===== src/design/pcap_pkg.sv =====
package pcap_pkg;

   // parser phases
   typedef enum logic [1:0] {
      PH_GLOBAL = 2'd0,
      PH_RECORD = 2'd1,
      PH_PACKET = 2'd2
   } phase_type;

   // result kinds
   localparam logic KIND_PACKET = 1'b0;
   localparam logic KIND_TOTALS = 1'b1;

   // register reset value, ARP
   localparam logic [15:0] ETYPE_RESET = 16'h0806;
   localparam logic [15:0] OPCODE_REQUEST = 16'h0001;

   // byte offsets inside the record header and the packet
   localparam logic [31:0] CAPLEN_FIRST_POS = 32'd8;
   localparam logic [31:0] CAPLEN_LAST_POS = 32'd11;
   localparam logic [31:0] SRC_MAC_POS = 32'd6;
   localparam logic [31:0] ETYPE_POS = 32'd12;
   localparam logic [31:0] ETYPE_LO_POS = 32'd13;
   localparam logic [31:0] OPCODE_POS = 32'd20;
   localparam logic [31:0] OPCODE_LO_POS = 32'd21;

   // result queue geometry
   localparam int RSP_DEPTH = 4;
   localparam int RSP_PTR_W = 2;
   localparam int RSP_CNT_W = 3;

   // one result beat
   typedef struct packed {
      logic        result_kind;
      logic [31:0] packet_number;
      logic [31:0] matched_count;
      logic [47:0] destination_mac;
      logic [47:0] source_mac;
      logic        is_request;
   } rsp_item_type;

endpackage


===== src/design/pcap_arp_packet_classifier.sv =====
// one byte accepted per cycle while req_full is low; the parser updates counters per byte
// a report or totals beat is queued by the byte that ends it; rsp_ shows the queue head
// a four-beat result queue lets bytes keep flowing while results wait to be popped
// req_full is high whenever that queue holds four beats, even with rsp_pop high
// synchronous active-high reset: parser back to the global header, counts cleared,
// result queue emptied, match register back to 0x0806
module pcap_arp_packet_classifier #(
   parameter int GLOBAL_HEADER_BYTES = 24,
   parameter int RECORD_HEADER_BYTES = 16,
   parameter int COUNT_WIDTH = 32
) (
   input  logic        clock,
   input  logic        reset,
   input  logic        req_push,
   output logic        req_full,
   input  logic [7:0]  req_data_byte,
   input  logic        req_end_of_input,
   output logic        rsp_empty,
   input  logic        rsp_pop,
   output logic        rsp_result_kind,
   output logic [31:0] rsp_packet_number,
   output logic [31:0] rsp_matched_count,
   output logic [47:0] rsp_destination_mac,
   output logic [47:0] rsp_source_mac,
   output logic        rsp_is_request,
   input  logic        csr_write_enable,
   input  logic [15:0] csr_write_data
);
   import pcap_pkg::*;

   logic         in_accept;
   logic         item_valid;
   rsp_item_type item;
   rsp_item_type head;

   assign in_accept = req_push && !req_full;

   // front end: parse and classify each byte
   pcap_parse #(
      .GLOBAL_HEADER_BYTES (GLOBAL_HEADER_BYTES),
      .RECORD_HEADER_BYTES (RECORD_HEADER_BYTES),
      .COUNT_WIDTH         (COUNT_WIDTH)
   ) u_parse (
      .clock              (clock),
      .reset              (reset),
      .in_valid_i         (in_accept),
      .data_byte_i        (req_data_byte),
      .end_of_input_i     (req_end_of_input),
      .csr_write_enable_i (csr_write_enable),
      .csr_write_data_i   (csr_write_data),
      .item_valid_o       (item_valid),
      .item_o             (item)
   );

   // back end: result queue toward the consumer
   pcap_rsp_queue u_queue (
      .clock       (clock),
      .reset       (reset),
      .push_i      (item_valid),
      .push_item_i (item),
      .full_o      (req_full),
      .pop_i       (rsp_pop),
      .empty_o     (rsp_empty),
      .head_o      (head)
   );

   assign rsp_result_kind     = head.result_kind;
   assign rsp_packet_number   = head.packet_number;
   assign rsp_matched_count   = head.matched_count;
   assign rsp_destination_mac = head.destination_mac;
   assign rsp_source_mac      = head.source_mac;
   assign rsp_is_request      = head.is_request;

endmodule


===== src/design/pcap_parse.sv =====
module pcap_parse #(
   parameter int GLOBAL_HEADER_BYTES = 24,
   parameter int RECORD_HEADER_BYTES = 16,
   parameter int COUNT_WIDTH = 32
) (
   input  logic                  clock,
   input  logic                  reset,
   input  logic                  in_valid_i,
   input  logic [7:0]            data_byte_i,
   input  logic                  end_of_input_i,
   input  logic                  csr_write_enable_i,
   input  logic [15:0]           csr_write_data_i,
   output logic                  item_valid_o,
   output pcap_pkg::rsp_item_type item_o
);
   import pcap_pkg::*;

   localparam logic [31:0] GLOBAL_LAST = 32'(GLOBAL_HEADER_BYTES - 1);
   localparam logic [31:0] RECORD_LAST = 32'(RECORD_HEADER_BYTES - 1);

   phase_type              phase_ff, phase_in;
   logic [31:0]            pos_ff, pos_in;
   logic [31:0]            caplen_ff, caplen_in;
   logic [COUNT_WIDTH-1:0] total_ff, total_in;
   logic [COUNT_WIDTH-1:0] matched_ff, matched_in;
   logic [47:0]            dmac_ff, dmac_in;
   logic [47:0]            smac_ff, smac_in;
   logic [15:0]            etype_ff, etype_in;
   logic [15:0]            opcode_ff, opcode_in;
   logic [15:0]            match_ff;
   logic                   finish;
   logic [5:0]             dmac_lsb;
   logic [3:0]             smac_slot;
   logic [5:0]             smac_lsb;

   // byte slots inside the mac words, first byte most significant
   assign dmac_lsb  = {3'd5 - pos_ff[2:0], 3'b000};
   assign smac_slot = 4'd11 - pos_ff[3:0];
   assign smac_lsb  = {smac_slot[2:0], 3'b000};

   // match register
   always_ff @(posedge clock) begin
      if (reset) begin
         match_ff <= ETYPE_RESET;
      end else if (csr_write_enable_i) begin
         match_ff <= csr_write_data_i;
      end
   end

   // next state and result
   always_comb begin
      phase_in     = phase_ff;
      pos_in       = pos_ff;
      caplen_in    = caplen_ff;
      total_in     = total_ff;
      matched_in   = matched_ff;
      dmac_in      = dmac_ff;
      smac_in      = smac_ff;
      etype_in     = etype_ff;
      opcode_in    = opcode_ff;
      finish       = 1'b0;
      item_valid_o = 1'b0;
      item_o       = '0;
      if (in_valid_i) begin
         if (end_of_input_i) begin
            // totals only while a record header is awaited
            if (phase_ff == PH_RECORD) begin
               item_valid_o         = 1'b1;
               item_o.result_kind   = KIND_TOTALS;
               item_o.packet_number = 32'(total_ff);
               item_o.matched_count = 32'(matched_ff);
            end
            phase_in   = PH_GLOBAL;
            pos_in     = '0;
            caplen_in  = '0;
            total_in   = '0;
            matched_in = '0;
            dmac_in    = '0;
            smac_in    = '0;
            etype_in   = '0;
            opcode_in  = '0;
         end else begin
            case (phase_ff)
               PH_RECORD: begin
                  if (pos_ff >= CAPLEN_FIRST_POS && pos_ff <= CAPLEN_LAST_POS) begin
                     caplen_in[{pos_ff[1:0], 3'b000} +: 8] = data_byte_i;
                  end
                  if (pos_ff == RECORD_LAST) begin
                     dmac_in   = '0;
                     smac_in   = '0;
                     etype_in  = '0;
                     opcode_in = '0;
                     pos_in    = '0;
                     phase_in  = PH_PACKET;
                     if (caplen_in == 32'd0) begin
                        finish = 1'b1;
                     end
                  end else begin
                     pos_in = pos_ff + 32'd1;
                  end
               end
               PH_PACKET: begin
                  // capture the header fields
                  if (pos_ff < SRC_MAC_POS) begin
                     dmac_in[dmac_lsb +: 8] = data_byte_i;
                  end else if (pos_ff < ETYPE_POS) begin
                     smac_in[smac_lsb +: 8] = data_byte_i;
                  end else if (pos_ff == ETYPE_POS) begin
                     etype_in[15:8] = data_byte_i;
                  end else if (pos_ff == ETYPE_LO_POS) begin
                     etype_in[7:0] = data_byte_i;
                  end else if (pos_ff == OPCODE_POS) begin
                     opcode_in[15:8] = data_byte_i;
                  end else if (pos_ff == OPCODE_LO_POS) begin
                     opcode_in[7:0] = data_byte_i;
                  end
                  if (pos_ff + 32'd1 == caplen_ff) begin
                     finish = 1'b1;
                  end else begin
                     pos_in = pos_ff + 32'd1;
                  end
               end
               default: begin
                  // global header, and the unused phase code
                  if (pos_ff == GLOBAL_LAST) begin
                     phase_in  = PH_RECORD;
                     pos_in    = '0;
                     caplen_in = '0;
                  end else begin
                     phase_in = PH_GLOBAL;
                     pos_in   = pos_ff + 32'd1;
                  end
               end
            endcase
            // end of packet: count and report a match
            if (finish) begin
               total_in  = total_ff + 1'b1;
               phase_in  = PH_RECORD;
               pos_in    = '0;
               caplen_in = '0;
               if (etype_in == match_ff) begin
                  matched_in             = matched_ff + 1'b1;
                  item_valid_o           = 1'b1;
                  item_o.result_kind     = KIND_PACKET;
                  item_o.packet_number   = 32'(total_in);
                  item_o.matched_count   = 32'(matched_in);
                  item_o.destination_mac = dmac_in;
                  item_o.source_mac      = smac_in;
                  item_o.is_request      = (opcode_in == OPCODE_REQUEST);
               end
            end
         end
      end
   end

   // parser state
   always_ff @(posedge clock) begin
      if (reset) begin
         phase_ff   <= PH_GLOBAL;
         pos_ff     <= '0;
         caplen_ff  <= '0;
         total_ff   <= '0;
         matched_ff <= '0;
         dmac_ff    <= '0;
         smac_ff    <= '0;
         etype_ff   <= '0;
         opcode_ff  <= '0;
      end else begin
         phase_ff   <= phase_in;
         pos_ff     <= pos_in;
         caplen_ff  <= caplen_in;
         total_ff   <= total_in;
         matched_ff <= matched_in;
         dmac_ff    <= dmac_in;
         smac_ff    <= smac_in;
         etype_ff   <= etype_in;
         opcode_ff  <= opcode_in;
      end
   end

   // end of input restarts the parser with cleared counts
   a_eoi_restart: assert property (@(posedge clock) disable iff (reset)
      in_valid_i && end_of_input_i |=> phase_ff == PH_GLOBAL && pos_ff == 32'd0
                                       && total_ff == '0 && matched_ff == '0)
      else $error("parser not cleared after end of input");

   // a result beat only comes from an accepted byte
   a_item_from_input: assert property (@(posedge clock) disable iff (reset)
      item_valid_o |-> in_valid_i)
      else $error("result without accepted input");

   // every packet report bumps the matched count by one
   a_report_counts: assert property (@(posedge clock) disable iff (reset)
      item_valid_o && item_o.result_kind == KIND_PACKET
      |=> matched_ff == COUNT_WIDTH'($past(matched_ff) + 1'b1))
      else $error("matched count out of step with reports");

endmodule


===== src/design/pcap_rsp_queue.sv =====
module pcap_rsp_queue (
   input  logic                  clock,
   input  logic                  reset,
   input  logic                  push_i,
   input  pcap_pkg::rsp_item_type push_item_i,
   output logic                  full_o,
   input  logic                  pop_i,
   output logic                  empty_o,
   output pcap_pkg::rsp_item_type head_o
);
   import pcap_pkg::*;

   rsp_item_type           slot_ff [RSP_DEPTH];
   logic [RSP_PTR_W-1:0]   wr_ptr_ff, wr_ptr_in;
   logic [RSP_PTR_W-1:0]   rd_ptr_ff, rd_ptr_in;
   logic [RSP_CNT_W-1:0]   count_ff, count_in;
   logic                   do_push;
   logic                   do_pop;

   assign full_o  = (count_ff == RSP_CNT_W'(RSP_DEPTH));
   assign empty_o = (count_ff == '0);
   assign head_o  = slot_ff[rd_ptr_ff];
   assign do_push = push_i && !full_o;
   assign do_pop  = pop_i && !empty_o;

   // pointer and fill count update
   always_comb begin
      wr_ptr_in = do_push ? wr_ptr_ff + 1'b1 : wr_ptr_ff;
      rd_ptr_in = do_pop ? rd_ptr_ff + 1'b1 : rd_ptr_ff;
      count_in  = count_ff;
      if (do_push && !do_pop) begin
         count_in = count_ff + 1'b1;
      end else if (do_pop && !do_push) begin
         count_in = count_ff - 1'b1;
      end
   end

   always_ff @(posedge clock) begin
      if (reset) begin
         wr_ptr_ff <= '0;
         rd_ptr_ff <= '0;
         count_ff  <= '0;
      end else begin
         wr_ptr_ff <= wr_ptr_in;
         rd_ptr_ff <= rd_ptr_in;
         count_ff  <= count_in;
      end
   end

   // storage, no reset needed
   always_ff @(posedge clock) begin
      if (do_push) begin
         slot_ff[wr_ptr_ff] <= push_item_i;
      end
   end

   // the front end never pushes into a full queue
   a_no_overflow: assert property (@(posedge clock) disable iff (reset)
      push_i |-> !full_o)
      else $error("push into full result queue");

   // a lone pop drops the fill count by one
   a_pop_count: assert property (@(posedge clock) disable iff (reset)
      pop_i && !empty_o && !push_i |=> count_ff == RSP_CNT_W'($past(count_ff) - 1'b1))
      else $error("fill count wrong after pop");

   // pointers stay apart by the fill count while the queue is not full
   a_ptr_gap: assert property (@(posedge clock) disable iff (reset)
      !full_o |-> RSP_PTR_W'(wr_ptr_ff - rd_ptr_ff) == RSP_PTR_W'(count_ff))
      else $error("queue pointers out of step");

endmodule

===== config.mk =====
export PLATFORM = sky130hd
export DESIGN_NAME = pcap_arp_packet_classifier
export DESIGN_NICKNAME = d
export VERILOG_FILES = /design/src/design/pcap_pkg.sv /design/src/design/pcap_arp_packet_classifier.sv /design/src/design/pcap_parse.sv /design/src/design/pcap_rsp_queue.sv
export SDC_FILE = /design/constraint.sdc
export NUM_CORES = 1
export LEC_CHECK = 0
export ABC_CLOCK_PERIOD_IN_PS = 20800
export BUFFER_PORTS_ARGS = -buffer_cell sky130_fd_sc_hd__buf_2
export CORE_UTILIZATION = 60
export DETAILED_ROUTE_END_ITERATION = 12
export GPL_ROUTABILITY_DRIVEN = 0
export PLACE_DENSITY = 0.82
export SYNTH_ARGS = -nofsm -noshare
export SYNTH_HDL_FRONTEND = slang
export SYNTH_SLANG_ARGS = --single-unit

===== constraint.sdc =====
create_clock -name clock -period 20.8 [get_ports clock]
set_clock_uncertainty 0.2 [all_clocks]
set_input_delay 4.16 -clock clock [delete_from_list [all_inputs] [get_ports clock]]
set_output_delay 4.16 -clock clock [all_outputs]
set_load 0.02 [all_outputs]

======== Word-level counts from Yosys, hierarchy flattened ========
Memory sizes are Yosys's and may differ from the RTL's. A register that Yosys moved wholly into a read port is not among the register bits.
Index checks and enable logic that the tools add are counted.
storage, ports and cells
  register bits after elaboration ......... 281
  bits in writable memories ............... 648
  bits of input ports ..................... 30
  output and inout bits ................... 164
  memories ................................ 1
operators by class
  add/subtract/negate cells ............... 12
  order comparisons ....................... 4
  equal/unequal tests ..................... 15
  shifts and indexed selects .............. 6
  mux-type cells .......................... 81
  reductions and logical operators ........ 21
memory list
  memory           words  bits a word  read ports  clocked after Yosys merged registers in  wr ports  RTL line              source
  u_queue.slot_ff  4      162          1           1                                        1         pcap_rsp_queue.sv:13  rsp_item_type slot_ff [RSP_DEPTH];
operator list
  cell                    count
  $mux 32                 17
  $mux 48                 7
  $mux 162                2
  $mux 16                 14
  $pmux 48 s2             2
  $mux 161                1
  $mux 65                 2
  $pmux 32 s2             2
  $mux 97                 1
  $add 32x1->32 const B   3
  $bwmux 48               2
  $eq 32x4->1 const B     3
  $eq 32x5->1 const B     3
  $shift 8x8->48 const A  2
  $shiftx 8x8->48         2
  $pmux 16 s2             2
  $mux 8                  6
  $bwmux 32               1
  $eq 32x32->1            1
  $ge 32x4->1 const B     1
  $le 32x4->1 const B     1
  $logic_not 32->1        1
  $lt 32x3->1 const B     1
  $lt 32x4->1 const B     1
  28 further kinds        61

======== Longest topological paths before layout ========
  depth after elaboration ................. 21
  mapped depth ............................ 22
  mapped depth without buffers ............ 18

======== Hierarchy ========
From an unflattened synthesis, not the netlist that was laid out.
second synthesis, totals
  cells, all modules ...................... 3168
  area, all modules ....................... 40900.5 um^2
by module, submodules not included
  module                      instances  cells each  area an instance (um^2)  seq. area each (um^2)
  pcap_rsp_queue              1          894         23797.8                  19638.8
  pcap_parse                  1          2273        17088.9                  5485.3
  pcap_arp_packet_classifier  1          1           13.8                     0.0

======== Least setup slack after synthesis ========
Ideal clock, no wire load.
  kind .................................... in2reg
  start ................................... input port req_data_byte[2]
  end ..................................... memory u_queue.slot_ff[0][0] (netlist bit) (enable)
  library setup time ...................... 0.706 ns
  data arrival time ....................... 13.385 ns
  required time ........................... 19.894 ns
  path slack .............................. 6.509 ns
  stages .................................. 10
  cell sequence ........................... clkbuf_1 > nand2_1 > mux2_2 > and3_1 > nor4b_1 > or4b_1 > nor4b_4 > buf_2 > nor2_1 > nor2b_1
between the ends
  word-level cells in the longest chain between the ends .. 18
  elaborated cells between the ends (all ways) .. 28
  classes of those cells .................. eq/ne (1); shift (1); mux (24); reduce/logical (2)
ends and longest elaborated chain
  element                           RTL line                          source
  start, declared                   pcap_arp_packet_classifier.sv:16  input logic [7:0] req_data_byte,
  $shiftx 8x7->32                   pcap_parse.sv:86                  caplen_in[{pos_ff[1:0], 3'b000} +: 8] = data_byte_i;
  $bwmux 32                         pcap_parse.sv:86
  $mux 32                           pcap_parse.sv:85                  if (pos_ff >= CAPLEN_FIRST_POS && pos_ff <= CAPLEN_LAST_POS) begin
  $mux 32                           pcap_parse.sv:83                  case (phase_ff)
  $mux 32                           pcap_parse.sv:65                  if (end_of_input_i) begin
  $mux 32                           pcap_parse.sv:64                  if (in_valid_i) begin
  $logic_not 32->1                  pcap_parse.sv:95                  if (caplen_in == 32'd0) begin
  $mux 1                            pcap_parse.sv:95
  [... 2 more ...]                  n/a
  $mux 1                            pcap_parse.sv:65
  $mux 1                            pcap_parse.sv:64
  $mux 1 (*)                        pcap_parse.sv:136                 if (finish) begin
  $mux 1 (*)                        pcap_parse.sv:65
  $mux 1 (*)                        pcap_parse.sv:64
  $logic_and 1x1->1 (*)             pcap_rsp_queue.sv:23              assign do_push = push_i && !full_o;
  $mux 1 (*)                        pcap_rsp_queue.sv:52              if (do_push) begin
  $mux 1 (not written as such) (*)  pcap_rsp_queue.sv:53              slot_ff[wr_ptr_ff] <= push_item_i;
  end, declared                     pcap_rsp_queue.sv:13
Every way passes the cells marked *; elsewhere a longest branch is shown, timed or not. The select of a mux whose other input is x is not followed.

======== Final worst setup path ========
  start ................................... input port req_data_byte[1]
  end ..................................... memory u_queue.slot_ff[0][29] (netlist bit) (enable)
The elaborated chain is that of the path after synthesis.

==> run_results.csv <==
group,metric,value,unit
die,coreArea,0.06751,mm2
synth,synth_fp_nets,3325,
final_layout,final_common_cell,"edfxtp_1",
synth,synthArstFlopShare,0,%
clock_network,root_buffer,"clkbuf_16",
worst_setup_path,endpoint_kind,"flip-flop",
power_and_ir_drop,p_seq_share,44.9,%
synth,synthFlopType,"edfxtp_1",
timing,hold_viol,0,
clock_network,cts_tree,"done",
global_route,grt_pass1_wl,164.1,mm
run_status,outcome,"completed",
final_layout,seq_area,0.02513,mm2
timing,max_slew_margin,15.74,%
worst_setup_path,required,20.85,ns
route,dr.pass1.iters,8,
worst_setup_path,r2r_start,"u_parse.pos_ff[0]",
power_and_ir_drop,p_comb_share,17.7,%
global_route,first_global_vias,27776,
synth,synth-seq-cells,931,
clock_network,ctsResizeCount,0,
clock_network,clk_pin_slew,0.06,ns
clock_network,h-tree-depth,3,
route,routed_wl,107.4,mm
timing,max_freq,0.1093,GHz
synth,yosysSeqAreaShare,61.00,%
placed_design,dpl.hpwl,65.61,mm
final_layout,area_growth,10.92,%
die,fp.dieH,264,um
die,initial_core_util,61.00,%
synth,synth_mux_area_share,9.873,%
power_and_ir_drop,internal-power,3.230,mW
die,row_count,95,
worst_setup_path,startpoint,"req_data_byte[1]",
final_layout,nFillCells,4491,
flow_run,maxCapViolCount,0,
synth,synthXorXnorAreaFrac,1.078,%
route,drc,0,
timing,tightestPinTransition,1.252,ns
route,via_per_inst,6.868,
power_and_ir_drop,powerDensity,96.63,mW/mm2
hold_path,min_from,"u_parse.smac_ff[37]",
synth,synth_cell_type_count,90,
final_layout,fin_cells,4303,
timing,finalSetupTns,0,ns
route,post_drt_wl_per_cell,24.96,um
synth,synth_edf_count,648,
power_and_ir_drop,vdd_drop_max,0.09643,mV
synth,synthCells,3275,
power_and_ir_drop,power_leakage,14.64,nW
synth,synthSimpleGateAreaFrac,12.97,%
timing,rsz0062_at_grt,"no",
clock_network,post_cts_buffers,0,
synth,netlist.area_leader.share,47.24,%
placed_design,port_buffers,193,
final_layout,multi_input_area,0.01495,mm2
synth,synth-warning-count,0,
final_layout,final_cell_mix,"edfxtp_1 (648), nor2_1 (366), dfxtp_1 (281)",
timing,fin_crit_sh,43.98,%
placed_design,placedCellCount,4132,
clock_network,cts_buffer_depth,3,
clock_network,cts_hold_buf,0,
route,vias,29554,
synth,synth.cell_area,0.04119,mm2
clock_network,cts_buffers,91,
global_route,grt_util_all_layers,30.29,%
die,dieArea,0.06970,mm2
route,initialDrtViolationCount,4409,
worst_setup_path,cp_data_arrival_time,9.20,ns
worst_setup_path,cp-start-kind,"primary input",
power_and_ir_drop,clock_power_share,37.4,%
global_route,grt_max_degree,135,
synth,synth_compound_area_share,11.62,%
power_and_ir_drop,switchingPower,1.185,mW
timing,final_max_slew_viol_count,0,
final_layout,drive_gt1_share,17.26,%
worst_setup_path,crit_type,"in2reg",
global_route,grt-ovfl-total,0,
final_layout,nNetsFinal,3402,
timing,period_minus_slack,9.148,ns
route,ant_nets,0,
clock_network,clock_latency,0.65,ns
synth,syn_avg_cell_area,12.58,um2
synth,synth_top_family_by_area,"simple AND/OR/NAND/NOR gates",
die,ioPinCount,194,
synth,synth_area_leaders,"edfxtp_1 (47%), dfxtp_1 (14%), mux4_2 (8.9%), a22oi_1 (3.7%), nor2_1 (3.3%)",
timing,setup_viol,0,
hold_path,hp-class,"reg2reg",
synth,synthAdderAreaFrac,0.6258,%
die,dieWidth,264,um
timing,whs,0.2542,ns
power_and_ir_drop,switching_share,26.83,%
clock_network,clock-sinks,931,
global_route,antenna_found_initial,0,
worst_setup_path,path_max_fanout,134,
synth,yosysTopAreaCell,"edfxtp_1",
## final cells by class
class | instances | share of cell area (%)
Antenna cell | 1 | 0.005477
Inverter | 44 | 0.3615
Sequential cell | 931 | 55.01
Multi-Input combinational cell | 2052 | 32.73
Tap cell | 873 | 2.391
Clock buffer | 120 | 5.631
Timing Repair Buffer | 232 | 2.884
Clock inverter | 50 | 0.9914
## path summary, 6_finish.rpt
check | slack (ns) | cells past startpoint | end
max | 11.65 | 10 | u_queue.slot_ff[0][29]
min | 0.25 | 2 | u_parse.smac_ff[37]
max reg2reg | 13.59 | 12 | u_queue.slot_ff[0][29]
min reg2reg | 0.25 | 2 | u_parse.smac_ff[37]
## through the flow
step	setup WS, ns	power, mW	utilization (%)	cell area (um2)
after floorplan	6.509	2.565	-	41190
after global placement	11.37	2.804	63.18	42660
after detailed placement	11.21	2.806	63.18	42660
after CTS	11.86	4.439	67.66	45680
after global routing	11.43	4.537	67.66	45680
final	11.65	4.415	67.67	45690
## power groups by stage
stage | sequential (mW) | clock, mW | combinational, mW
global route | 1.99 | 1.73 | 0.818
global placement | 2.02 | 0 | 0.780
finish | 1.98 | 1.65 | 0.780
CTS | 1.99 | 1.67 | 0.787
detailed placement | 2.02 | 0 | 0.781
floorplan | 2.01 | 0 | 0.559
## synthesized netlist by cell type, types with 10 or more instances
library cell / number
clkbuf_1: 182
nor4_1: 28
and4_1: 11
dfxtp_1: 283
nand2b_1: 22
mux2i_1: 35
a311oi_1: 14
mux4_2: 162
a22oi_1: 202
nor2b_1: 15
buf_1: 28
o2bb2ai_1: 16
ha_1: 19
edfxtp_1: 648
xnor2_1: 26
inv_1: 42
nand3b_1: 12
o32ai_1: 11
a22o_1: 26
o21ai_1: 13
nand3_1: 96
nand2_1: 214
nor3_1: 49
a21o_1: 29
a31oi_1: 36
buf_2: 32
a21oi_1: 182
or3_1: 51
xor2_1: 22
nand4_1: 43
and3_1: 57
o21ai_0: 82
or4_1: 24
and2_1: 33
nor2_1: 367
o211ai_1: 16
a211oi_1: 10
## registers in the layout (all words and copies together), names as in the netlist, named ones only
name                cells
u_queue.slot_ff       648
u_parse.dmac_ff        48
u_parse.smac_ff        48
u_parse.caplen_ff      32
u_parse.matched_ff     32
u_parse.pos_ff         32
u_parse.total_ff       32
u_parse.etype_ff       16
u_parse.match_ff       16
u_parse.opcode_ff      16
u_queue.count_ff        3
u_parse.phase_ff        2
u_queue.rd_ptr_ff       2
u_queue.wr_ptr_ff       2
## cells by family after synthesis
group,count (synthesis)
and+or+nand+nor,1068
DFF,931
AOI/OAI and AO/OA,712
buffers and inverters,292
muxes,203
xor gates and xnor gates,49
adders and majority gates,20
## worst max-delay path, cell delays in order
cell and delay (ns):
buf_2 0.29, and2_1 0.86, a22o_1 0.32, a2bb2oi_1 0.29, nand4_2 0.27, nor4b_4 0.33, buf_4 0.51, nor2_1 0.34
nor2b_4 0.85, buf_12 0.58
## layer usage
layer	part of all wire, %	track usage (%)	vias up	wire length (um)
met5	0	0	-	0
met4	3.4	10.75	0	3600
met2	47	47.81	1954	50880
li1	-	-	12771	-
met3	11	5.574	300	11540
met1	39	42.44	14529	41360
Note: power is estimated with default switching activity, not from simulation.
